--- src/design/lfsq_pkg.sv ---
// Shared widths, register indexes and reset values for the largest free square finder.
// No dependencies; every other design file refers to this package by scoped names.
package lfsq_pkg;

	localparam int CHAR_W    = 8;
	localparam int SCORE_W   = 11;
	localparam int ROW_W     = 16;
	localparam int COLS_W    = 11;
	localparam int LCOL_W    = 10;
	localparam int CFG_IDX_W = 2;
	localparam int CFG_DAT_W = 16;

	localparam int DEFAULT_MAX_COLUMNS = 1024;

	localparam logic [SCORE_W-1:0] SCORE_MAX = '1;

	// register indexes on the configuration port
	localparam logic [CFG_IDX_W-1:0] CFG_GRID_ROWS     = 2'd0;
	localparam logic [CFG_IDX_W-1:0] CFG_GRID_COLUMNS  = 2'd1;
	localparam logic [CFG_IDX_W-1:0] CFG_OBSTACLE_CHAR = 2'd2;

	localparam logic [ROW_W-1:0]  GRID_ROWS_RST     = 16'd1;
	localparam logic [COLS_W-1:0] GRID_COLUMNS_RST  = 11'd1;
	localparam logic [CHAR_W-1:0] OBSTACLE_CHAR_RST = 8'd111;

	// per-cell context carried from the input register to the scoring logic
	typedef struct packed {
		logic first_row;
		logic first_col;
		logic obstacle;
		logic last_cell;
	} cell_ctx_t;

endpackage

--- src/design/lfsq_score_calc.sv ---
// Combinational scoring of one cell: min-plus-one of the neighbors and best-square check.
// Depends on lfsq_pkg for widths, the saturation value and the cell context type.
module lfsq_score_calc #(
	parameter int COL_W = 10
) (
	input  lfsq_pkg::cell_ctx_t           ctx,
	input  logic [lfsq_pkg::SCORE_W-1:0]  up_raw,
	input  logic [lfsq_pkg::SCORE_W-1:0]  left_raw,
	input  logic [lfsq_pkg::SCORE_W-1:0]  diag_raw,
	input  logic [lfsq_pkg::SCORE_W-1:0]  best_size,
	input  logic [lfsq_pkg::ROW_W-1:0]    row,
	input  logic [COL_W-1:0]              col,
	output logic [lfsq_pkg::SCORE_W-1:0]  up,
	output logic [lfsq_pkg::SCORE_W-1:0]  score,
	output logic                          better,
	output logic [lfsq_pkg::ROW_W-1:0]    best_row_new,
	output logic [COL_W-1:0]              best_col_new
);

	localparam int CC_W = (COL_W > lfsq_pkg::SCORE_W) ? COL_W : lfsq_pkg::SCORE_W;

	logic [lfsq_pkg::SCORE_W-1:0] left;
	logic [lfsq_pkg::SCORE_W-1:0] diag;
	logic [lfsq_pkg::SCORE_W-1:0] m_ul;
	logic [lfsq_pkg::SCORE_W-1:0] m_all;
	logic [lfsq_pkg::SCORE_W-1:0] span;
	logic [CC_W-1:0]              span_c;
	logic [CC_W-1:0]              col_c;
	logic [CC_W-1:0]              col_diff;

	always_comb begin
		// neighbors outside the grid count as zero
		up   = ctx.first_row ? '0 : up_raw;
		left = ctx.first_col ? '0 : left_raw;
		diag = (ctx.first_row || ctx.first_col) ? '0 : diag_raw;

		m_ul  = (left < up) ? left : up;
		m_all = (diag < m_ul) ? diag : m_ul;

		if (ctx.obstacle) begin
			score = '0;
		end else if (m_all == lfsq_pkg::SCORE_MAX) begin
			score = lfsq_pkg::SCORE_MAX;
		end else begin
			score = m_all + 1'b1;
		end

		better = score > best_size;
		span   = score - 1'b1;

		// back off to the top-left corner, clamped at zero
		if (lfsq_pkg::ROW_W'(span) > row) begin
			best_row_new = '0;
		end else begin
			best_row_new = row - lfsq_pkg::ROW_W'(span);
		end

		span_c   = CC_W'(span);
		col_c    = CC_W'(col);
		col_diff = col_c - span_c;
		best_col_new = (span_c > col_c) ? '0 : COL_W'(col_diff);
	end

endmodule
--- config.mk ---
export PLATFORM = sky130hd
export DESIGN_NAME = lfsq_score_calc
export DESIGN_NICKNAME = d
export VERILOG_FILES = /design/src/design/lfsq_pkg.sv /design/src/design/lfsq_score_calc.sv
export SDC_FILE = /design/constraint.sdc
export NUM_CORES = 1
export LEC_CHECK = 0
export ABC_AREA = 1
export BUFFER_PORTS_ARGS = -buffer_cell sky130_fd_sc_hd__buf_4
export CAP_MARGIN = 20
export CORE_MARGIN = 3
export CORE_UTILIZATION = 40
export DETAILED_ROUTE_END_ITERATION = 8
export GPL_TIMING_DRIVEN = 0
export PLACE_DENSITY = 0.65
export SYNTH_ARGS = -nofsm -noshare
export SYNTH_HDL_FRONTEND = slang
export SYNTH_SLANG_ARGS = --single-unit
--- constraint.sdc ---
create_clock -name vclk -period 10.4
set_input_delay 2.08 -clock vclk [all_inputs]
set_output_delay 2.08 -clock vclk [all_outputs]
set_load 0.01 [all_outputs]
Word-level counts from Yosys, hierarchy flattened:

Index checks and enable logic that the tools add are counted.
Widths: inputs -> output; s select.

* bits in registers: 0
* output and inout bits: 49
* word-level logic and storage cells: 20

* add/sub/neg operators: 4
* $lt $le $gt $ge: 5
* eq/ne operators: 1
* muxes and demuxes: 9
* reductions and logical operators: 1

Operators by type and width (number)
* $mux 11: 7
* $lt 11x11->1: 2
* $gt 11x16->1: 1
* $mux 16: 1
* $sub 16x11->16: 1
* $add 11x1->11 const B: 1
* $eq 11x11->1 const B: 1
* $gt 11x10->1: 1
* $gt 11x11->1: 1
* $sub 11x1->11 const B: 1
* $mux 10: 1
* $sub 10x10->10: 1
* $logic_or 1x1->1: 1

Longest topological paths before layout:

Gate-level depths: netlist of the first run.

* depth after elaboration: 11
* mapped depth: 55
* gate-level depth less buffers: 52

Worst setup path after synthesis of the first run:

No wires, ideal clock.

* kind: input -> output
* from: input ctx[3] (netlist name)
* to: output best_col_new[4]
* arrival time: 8112 ps
* setup slack: 208 ps
* cell stages on the path: 46
* buffers on the path: 4
* cell sequence: buf_2 > nor2_1 > inv_1 > ha_1 > a21oi_1 > nor2_1 > nor3_1 > nand2_1 > inv_2 > nand2_2 > buf_6 > buf_2 > o21ai_0 > inv_1 > ha_1 > nand3_1 > nor2_1 > nand4_1 > (+10 left out) > nand2_1 > nand2_2 > ha_1 > nand2_4 > inv_1 > nor2_1 > inv_1 > ha_1 > a21oi_1 > o21ai_0 > and2_1 > o211ai_1 > a21boi_0 > o21ai_0 > a21oi_1 > o32ai_1 > nand2_1 > nor3b_1

* cells in the longest elaborated chain, start to end: 11

Ends and longest elaborated chain
* start, declared: line lfsq_score_calc.sv:6 `input lfsq_pkg::cell_ctx_t ctx,`
* $mux 11 (*): line lfsq_score_calc.sv:33 `up = ctx.first_row ? '0 : up_raw;`
* net up (one bit): line lfsq_score_calc.sv:13 `output logic [lfsq_pkg::SCORE_W-1:0] up,`
* $lt 11x11->1: line lfsq_score_calc.sv:37 `m_ul = (left < up) ? left : up;`
* $mux 11 (*): line lfsq_score_calc.sv:37
* $lt 11x11->1: line lfsq_score_calc.sv:38 `m_all = (diag < m_ul) ? diag : m_ul;`
* $mux 11 (*): line lfsq_score_calc.sv:38
* $add 11x1->11 / $eq 11x11->1 (equally long branches): line lfsq_score_calc.sv:45, lfsq_score_calc.sv:42
* $mux 11 (*): line lfsq_score_calc.sv:42 `end else if (m_all == lfsq_pkg::SCORE_MAX) begin`
* $mux 11 (*): line lfsq_score_calc.sv:40 `if (ctx.obstacle) begin`
* $sub 11x1->11 (*): line lfsq_score_calc.sv:49 `span = score - 1'b1;`
* $sub 10x10->10 / $gt 11x10->1 (equally long branches): line lfsq_score_calc.sv:60, lfsq_score_calc.sv:61
* $mux 10 (*): line lfsq_score_calc.sv:61 `best_col_new = (span_c > col_c) ? '0 : COL_W'(col_diff);`
* end, declared: line lfsq_score_calc.sv:17 `output logic [COL_W-1:0] best_col_new`

The timed path passes the listed nets; every way through them passes the cells marked *.

Worst setup path in the final report of the first run:

* from: input ctx[3] (netlist name)
* to: output best_col_new[9]

* cells in the longest elaborated chain, start to end: 11

Ends and longest elaborated chain (line)
* $mux 11: lfsq_score_calc.sv:33
* $lt 11x11->1: lfsq_score_calc.sv:37
* $mux 11: lfsq_score_calc.sv:37
* $lt 11x11->1: lfsq_score_calc.sv:38
* $mux 11 (*): lfsq_score_calc.sv:38
* $add 11x1->11 / $eq 11x11->1 (equally long branches): lfsq_score_calc.sv:45, lfsq_score_calc.sv:42
* $mux 11 (*): lfsq_score_calc.sv:42
* $mux 11 (*): lfsq_score_calc.sv:40
* $sub 11x1->11 (*): lfsq_score_calc.sv:49
* $sub 10x10->10 / $gt 11x10->1 (equally long branches): lfsq_score_calc.sv:60, lfsq_score_calc.sv:61
* $mux 10 (*): lfsq_score_calc.sv:61

Every way passes the cells marked *; elsewhere a longest branch is shown, timed or not.

==> results of run 1 <==
## layer usage
| metal | vias to the layer above | GRT usage |
|---|---|---|
| met4 | 0 | 0.0266 |
| met3 | 12 | 0.0186 |
| met1 | 2013 | 0.257 |
| met2 | 111 | 0.339 |
| li1 | 2392 | - |
| met5 | - | 0 |
## final timing paths
| kind | to | from | cells after the start |
|---|---|---|---|
| max | best_col_new[9] | ctx[3] | 53 |
| min | up[3] | up_raw[3] | 4 |
## placed cells by master, fill, tap and decap left out, types with 4 or more instances in the layout
| master | netlist | final |
|---|---|---|
| buf_4 | 2 | 150 |
| inv_1 | 149 | 143 |
| nand2_1 | 149 | 142 |
| nor2_1 | 68 | 54 |
| nand3_1 | 49 | 47 |
| ha_1 | 54 | 44 |
| nand2_2 | 35 | 36 |
| nor2_4 | 14 | 23 |
| nand2_4 | 12 | 18 |
| a21oi_1 | 21 | 18 |
| nand3_2 | 13 | 15 |
| nor2_2 | 9 | 14 |
| inv_2 | 7 | 13 |
| nand4_1 | 10 | 10 |
| o21ai_0 | 18 | 10 |
| ha_4 | 0 | 10 |
| o21ai_1 | 5 | 8 |
| xor2_1 | 8 | 7 |
| o21ai_2 | 1 | 6 |
| a21oi_2 | 1 | 4 |
| nand3b_1 | 4 | 4 |
| xnor2_1 | 4 | 4 |
## final cells by class
type / count / area [um2] / share of cell area
buffer: 7 / 87.6 / 0.0159
tap: 129 / 161 / 0.0293
timing repair buffer: 151 / 1150 / 0.209
inverter: 159 / 607 / 0.110
multi-input combinational: 505 / 3500 / 0.635
## kinds of logic (layout without fill, tap and decap cells)
group,Yosys count,in the layout,share of synthesized area
AND/OR/NAND/NOR,374,374,0.511
buffers and inverters,167,317,0.178
AO/OA/AOI/OAI,63,63,0.0976
adder cells (fa/ha/maj),56,56,0.186
XOR/XNOR,12,12,0.0273
## timing repair
| action | in CTS | in global routing |
|---|---|---|
| gates resized for setup | 19 | 68 |
| endpoints found under the setup margin | 26 | 26 |
| buffers inserted | 7 | 21 |
| gates cloned | 0 | 1 |
| pin swaps | 5 | 32 |
## per-stage QoR
step	hold slack (ns)	instances	total power, uW	setup TNS, ns	util
6_report	4.48	951	670	0	0.593
5_1_grt	4.51	951	743	-1.12	0.593
4_1_cts	4.48	929	613	0	0.544
3_5_place_dp	4.46	923	589	-22.29	0.530
3_3_place_gp	4.45	923	580	-18.80	0.530
2_1_floorplan	4.19	672	404	0	-
## synthesized netlist by cell type, drive strengths merged (8+ instances only)
master	n	area (um2)
nor2	92	489
o21ai	24	124
nand3	65	428
xor2	8	70.1
a21oi	22	114
buf	8	82.6
ha	54	676
inv	158	598
nand4	10	62.6
nand2	196	913
## where the power goes
group	switching, uW	total (uW)	internal (uW)	leakage (uW)
Combinational	370	670	300	0.00329
Sequential	0	0	0	0
Clock	0	0	0	0
Total	370	670	300	0.00329
==> impl_metrics.yaml, run 1 <==
setup_path:
  path_max_fanout: 12
  cp_common_cell: "nand2_1"
  crit_family: "simple AND/OR/NAND/NOR gates"
  crit_type: "input pin to output pin"
  cp.arrival_ns: 7.94
  slowest_stage: "ha_4"
  slowest_delay_ns: 0.31
  crit_required_ns: 8.32
  critPathBufInv: 13
  critPathLaunchType: "input pin"
  end_kind: "output pin"
detailed_routing:
  route.met3.wl_um: 553
  drtAntennaViolNets: 0
  drt_first_pass_iters: 5
  highest_layer: "met4"
  wl_per_cell_um: 11.9
  drt-initial-drc-count: 156
  wl_met1_mm: 5.05
  vias: 4528
  via_per_inst: 4.76
  wl_met2_mm: 5.57
  wl_mm: 11.3
  route.detailed.drc: 0
placed_design:
  port_buffers: 122
  hpwl_mm: 9.49
  place_area_um2: 4920
  pre_cts_ws_ns: -1.12
  gp_congestion: 0.884
floorplan:
  io_pins: 123
  die_area_um2: 10800
  die_y_um: 104
  rows: 35
  die_w_um: 104
  core_area_um2: 9280
  start_util: 0.414
timing:
  period_needed_ns: 10.02
  finalSetupViolations: 0
  fmax_ghz: 0.0998
  tightest_slew_ns: 0.609
  period_share: 0.964
  hold_viol: 0
  drv_slew: 0
  fin_ws_ns: 0.376
  slew_headroom: 0.594
grt:
  overflow: 0
  antenna_found_initial: 0
  grt_pass1_wl_mm: 18.3
  grt_max_degree: 13
  grt_pass1_vias: 4189
  grtUsageTotal: 0.191
job:
  cap_violations: 0
yosys:
  synth_nets: 802
  synthDistinctLibCells: 45
  syn_inst: 672
  synth-seq-area-share: 0
  syn_avg_cell_area_um2: 5.72
  yosys_warnings: 0
  syn_area_um2: 3840
finish:
  clock_buffer_count: 0
  area_growth_pct: 43.2
  final_nets: 954
  n_sequential_cell: 0
  final_area_um2: 5500
  layout-drive-gt1-share: 0.377
  nFillCells: 920
  regArea_um2: 0
  diodes: 0
min_path:
  hp-class: "input pin to output pin"
power_and_ir_drop:
  vdd_drop_max_v: 0.0000614
  power.density_nw_per_um2: 122
  p_leak_uw: 0.00329
run_status:
  status: "finished, final reports clean"
clocking:
  cts_hold_buffers: 0
No activity file was read; power rests on OpenSTA's default activity.
==> run 2, diff against run 1 <==
Settings changed: BUFFER_PORTS_ARGS -buffer_cell sky130_fd_sc_hd__buf_4 to -buffer_cell sky130_fd_sc_hd__buf_2.
==> impl_metrics.yaml, run 2 (synthesized netlist as in run 1, its figures left out) <==
finish:
  nFillCells: 957
  final_util: 0.560
  n_sequential_cell: 0
  final_cell_mix: "nand2_1 (143), inv_1 (141), buf_2 (120)"
  clock_buffer_count: 0
  fin_cells: 949
  layout_commonest_cell: "nand2_1"
  final_nets: 952
  diodes: 0
  layout-drive-gt1-share: 0.377
  regArea_um2: 0
  multiInputGateArea_um2: 3500
  area_growth_pct: 35.3
setup_path:
  path_max_fanout: 12
  slowest_stage: "ha_1"
  end_kind: "output pin"
  crit_family: "simple AND/OR/NAND/NOR gates"
  crit_required_ns: 8.32
  critPathLaunchType: "input pin"
  crit_start: "ctx[3]"
  cp.arrival_ns: 7.96
  critPathBufInv: 12
  crit_type: "input pin to output pin"
  slowest_delay_ns: 0.35
grt:
  antenna_found_initial: 0
  grtUsageTotal: 0.186
  grt_pass1_wl_mm: 17.8
  grt_pass1_vias: 4167
  grt_max_degree: 13
  overflow: 0
floorplan:
  die_area_um2: 10800
  start_util: 0.414
  die_w_um: 104
  die_y_um: 104
  rows: 35
  core_area_um2: 9280
  io_pins: 123
timing:
  slew_headroom: 0.660
  drv_slew: 0
  period_share: 0.965
  tightest_slew_ns: 0.511
  hold_viol: 0
  finalSetupViolations: 0
  period_needed_ns: 10.04
  fmax_ghz: 0.0996
detailed_routing:
  vias: 4469
  route.detailed.drc: 0
  drtAntennaViolNets: 0
  via_per_inst: 4.71
  wl_per_cell_um: 11.9
  drt_first_pass_iters: 5
  drt-initial-drc-count: 185
  wl_mm: 11.3
placed_design:
  port_buffers: 122
  hpwl_mm: 9.33
  placed_cells: 923
  gp_congestion: 0.901
min_path:
  worstHoldStart: "up_raw[3]"
  hp-class: "input pin to output pin"
power_and_ir_drop:
  vdd_drop_max_v: 0.0000561
  power.density_nw_per_um2: 122
  p_leak_uw: 0.00321
clocking:
  cts_hold_buffers: 0
run_status:
  status: "finished, final reports clean"
job:
  cap_violations: 0
run 2: cell count changes in the layout (fill, tap and decap cells not counted), moves of 3 or more:
cell,change
buf_2,+119
o21ai_1,+3
o21ai_0,-3
buf_4,-124
run 2: cell type report:
cell class | count | share of cell area
plain buffers | 7 | 0.0168
inverters | 159 | 0.117
multi-input cells | 506 | 0.673
well taps | 129 | 0.0310
repair buffers | 148 | 0.163
run 2: per-layer routing:
metal | part of all wire | vias to the layer above | GRT usage
met4 | 0.0037 | 0 | 0.0123
met2 | 0.50 | 97 | 0.347
met3 | 0.046 | 4 | 0.0168
met5 | 0 | - | 0
met1 | 0.45 | 1974 | 0.242
li1 | - | 2394 | -
run 2: repair_timing:
item	CTS	global route
buffers inserted	3	22
pin swaps	4	35
gates cloned	1	1
gates resized for setup	26	71
setup endpoints to repair	26	26
run 2: metrics by stage:
step | hold slack, ns | area, um2 | setup TNS [ns] | setup slack [ns] | total power [uW]
3_3_place_gp | 4.46 | 4620 | -18.17 | -0.921 | 538
6_report | 4.46 | 5200 | 0 | 0.365 | 633
2_1_floorplan | 4.19 | 3840 | 0 | 0.208 | 404
3_5_place_dp | 4.46 | 4620 | -21.47 | -1.03 | 547
5_1_grt | 4.49 | 5200 | -0.356 | -0.0541 | 702
4_1_cts | 4.46 | 4750 | 0 | 0.0218 | 571
run 2: tightest hold or removal path, cell delays in order:
cell and delay [ns]:
buf_2 0.09, inv_1 0.04, nor2_1 0.04, buf_2 0.13
run 2: power breakdown:
| part | internal [uW] | switching [uW] | leakage [uW] |
|---|---|---|---|
| Clock | 0 | 0 | 0 |
| Sequential | 0 | 0 | 0 |
| Combinational | 262 | 371 | 0.00321 |
| Total | 262 | 371 | 0.00321 |
run 2: final timing paths:
path	end	slack, ns	cells after the start
worst max-delay path	best_col_new[7]	0.36	46
worst min-delay path	up[3]	4.46	4
==> run 3, diff against run 2 <==
Settings changed: ABC_AREA 1 to unset, PLACE_DENSITY 0.65 to unset.
==> impl_metrics.yaml, run 3 <==
timing:
  period_share: 1.12
  drv_slew: 0
  fin_ws_ns: -1.22
  slew_headroom: 0.550
  fmax_ghz: 0.0860
  rsz0062_at_grt: "true"
  tightest_slew_ns: 0.675
  period_needed_ns: 11.62
  finalSetupViolations: 27
  hold_viol: 0
finish:
  final_nets: 925
  clock_buffer_count: 0
  n_sequential_cell: 0
  layout-drive-gt1-share: 0.540
  nFillCells: 772
  area_growth_pct: 70.3
  diodes: 0
  final_area_um2: 6980
  layout_commonest_cell: "buf_2"
  regArea_um2: 0
  final_util: 0.708
  final_cell_mix: "buf_2 (105), buf_4 (86), inv_1 (46)"
placed_design:
  hpwl_mm: 11.5
  place_area_um2: 5140
  gp_congestion: 0.872
  port_buffers: 121
min_path:
  hold_depth: 3
  hp-class: "input pin to output pin"
yosys:
  syn_inst: 567
  synth_nets: 697
  synth_largest_area_cell: "ha_1"
  synth-seq-area-share: 0
  synthDistinctLibCells: 96
  synth_top_area_frac: 0.165
  syn_avg_cell_area_um2: 7.23
  syn_area_um2: 4100
  synthTopCellsByCount: "ha_1 (54), inv_1 (54), nor2_1 (41), nand2_1 (32), nor2b_1 (30)"
  yosys_warnings: 0
  synthTopCellsByArea: "ha_1 (16%), inv_1 (4.9%), mux2i_1 (4.6%)"
setup_path:
  end_kind: "output pin"
  crit_start: "ctx[3]"
  crit_family: "compound AO/OA/AOI/OAI gates"
  path_max_fanout: 6
  slowest_stage: "o311a_4"
  crit_type: "input pin to output pin"
  crit_cells: 45
  cp.arrival_ns: 9.54
  critPathLaunchType: "input pin"
  cp_common_cell: "ha_4"
  slowest_delay_ns: 0.38
  endpoint: "best_row_new[14]"
  crit_required_ns: 8.32
  critPathBufInv: 8
grt:
  grt_use_met3: 0.0151
  grt_max_degree: 11
  grt_pass1_vias: 5251
  grt.busiest_layer: "met2"
  overflow: 0
  grtUsageTotal: 0.267
  use_met1: 0.345
  grt_util_met2: 0.491
  grt_pass1_wl_mm: 25.5
  antenna_found_initial: 0
floorplan:
  core_area_um2: 9860
  die_w_um: 107
  die_area_um2: 11500
  rows: 36
  die_y_um: 107
  io_pins: 123
  start_util: 0.416
run_status:
  status: "finished with violations"
  violations: "negative setup slack"
detailed_routing:
  drtAntennaViolNets: 0
  wl_mm: 16.5
  vias: 5297
  via_per_inst: 5.72
  route.detailed.drc: 0
  wl_per_cell_um: 17.8
  drt-initial-drc-count: 380
  drt_first_pass_iters: 5
job:
  cap_violations: 0
power_and_ir_drop:
  p_leak_uw: 0.00322
  power.density_nw_per_um2: 142
  vdd_drop_max_v: 0.0000985
[run 3: what timing repair did]
| action | CTS | global route |
|---|---|---|
| cloned | 2 | 0 |
| hold buffers | 0 | 0 |
| pin swaps | 60 | 42 |
| resized for setup | 147 | 64 |
| setup endpoints to repair | 27 | 27 |
| buffers inserted | 78 | 31 |
[run 3: how the worst min path moves through the flow]
stage | slack [ns] | end | start
final | 4.50 | best_row_new[12] | row[12]
after global routing | 4.51 | best_row_new[12] | row[12]
after CTS | 4.51 | best_row_new[14] | row[14]
after detailed placement | 4.51 | up[4] | up_raw[4]
after global placement | 4.51 | up[10] | up_raw[10]
after floorplan | 4.20 | score[8] | ctx[1]
[run 3: area by class of cell]
class	instances	area, um2	share of cell area
multi-input combinational	495	4830	0.692
timing repair buffer	226	1600	0.230
inverter	56	215	0.0308
tap	133	166	0.0238
buffer	16	161	0.0231
[run 3: logic make-up (layout without fill, tap and decap cells)]
logic type	count (synthesis)	count (layout)	share of synthesized area
simple gates	234	234	0.319
mux	25	25	0.0638
buf+inv	73	298	0.0766
compound gates	147	148	0.294
xor+xnor	32	32	0.0720
fa+ha+maj	56	56	0.175
[run 3: tightest hold or removal path, cell delays in order]
cell,delay (ns)
buf_2,0.11
mux2_4,0.14
buf_6,0.09
[run 3: power breakdown]
| group | internal [uW] | switching, uW | leakage, uW |
|---|---|---|---|
| Combinational | 513 | 475 | 0.00322 |
| Clock | 0 | 0 | 0 |
| Sequential | 0 | 0 | 0 |
[run 3: routing by layer]
metal  share of wire  vias up  wire length (um)
li1                -     2534                 -
met1            0.42     2545              6890
met2            0.51      186              8390
met3           0.054       32               894
met4           0.019        0               315
met5               0        -                 0
[run 3: stage by stage]
step / hold WS, ns / TNS, ns / setup slack (ns) / total power (uW) / instances
4_1_cts: 4.51 / -21.36 / -1.02 / 850 / 900
5_1_grt: 4.51 / -35.34 / -1.52 / 1060 / 926
6_report: 4.50 / -27.69 / -1.22 / 988 / 926
3_5_place_dp: 4.51 / -51.55 / -2.30 / 630 / 821
2_1_floorplan: 4.20 / -12.33 / -0.828 / 463 / 567
3_3_place_gp: 4.51 / -50.12 / -2.23 / 620 / 821
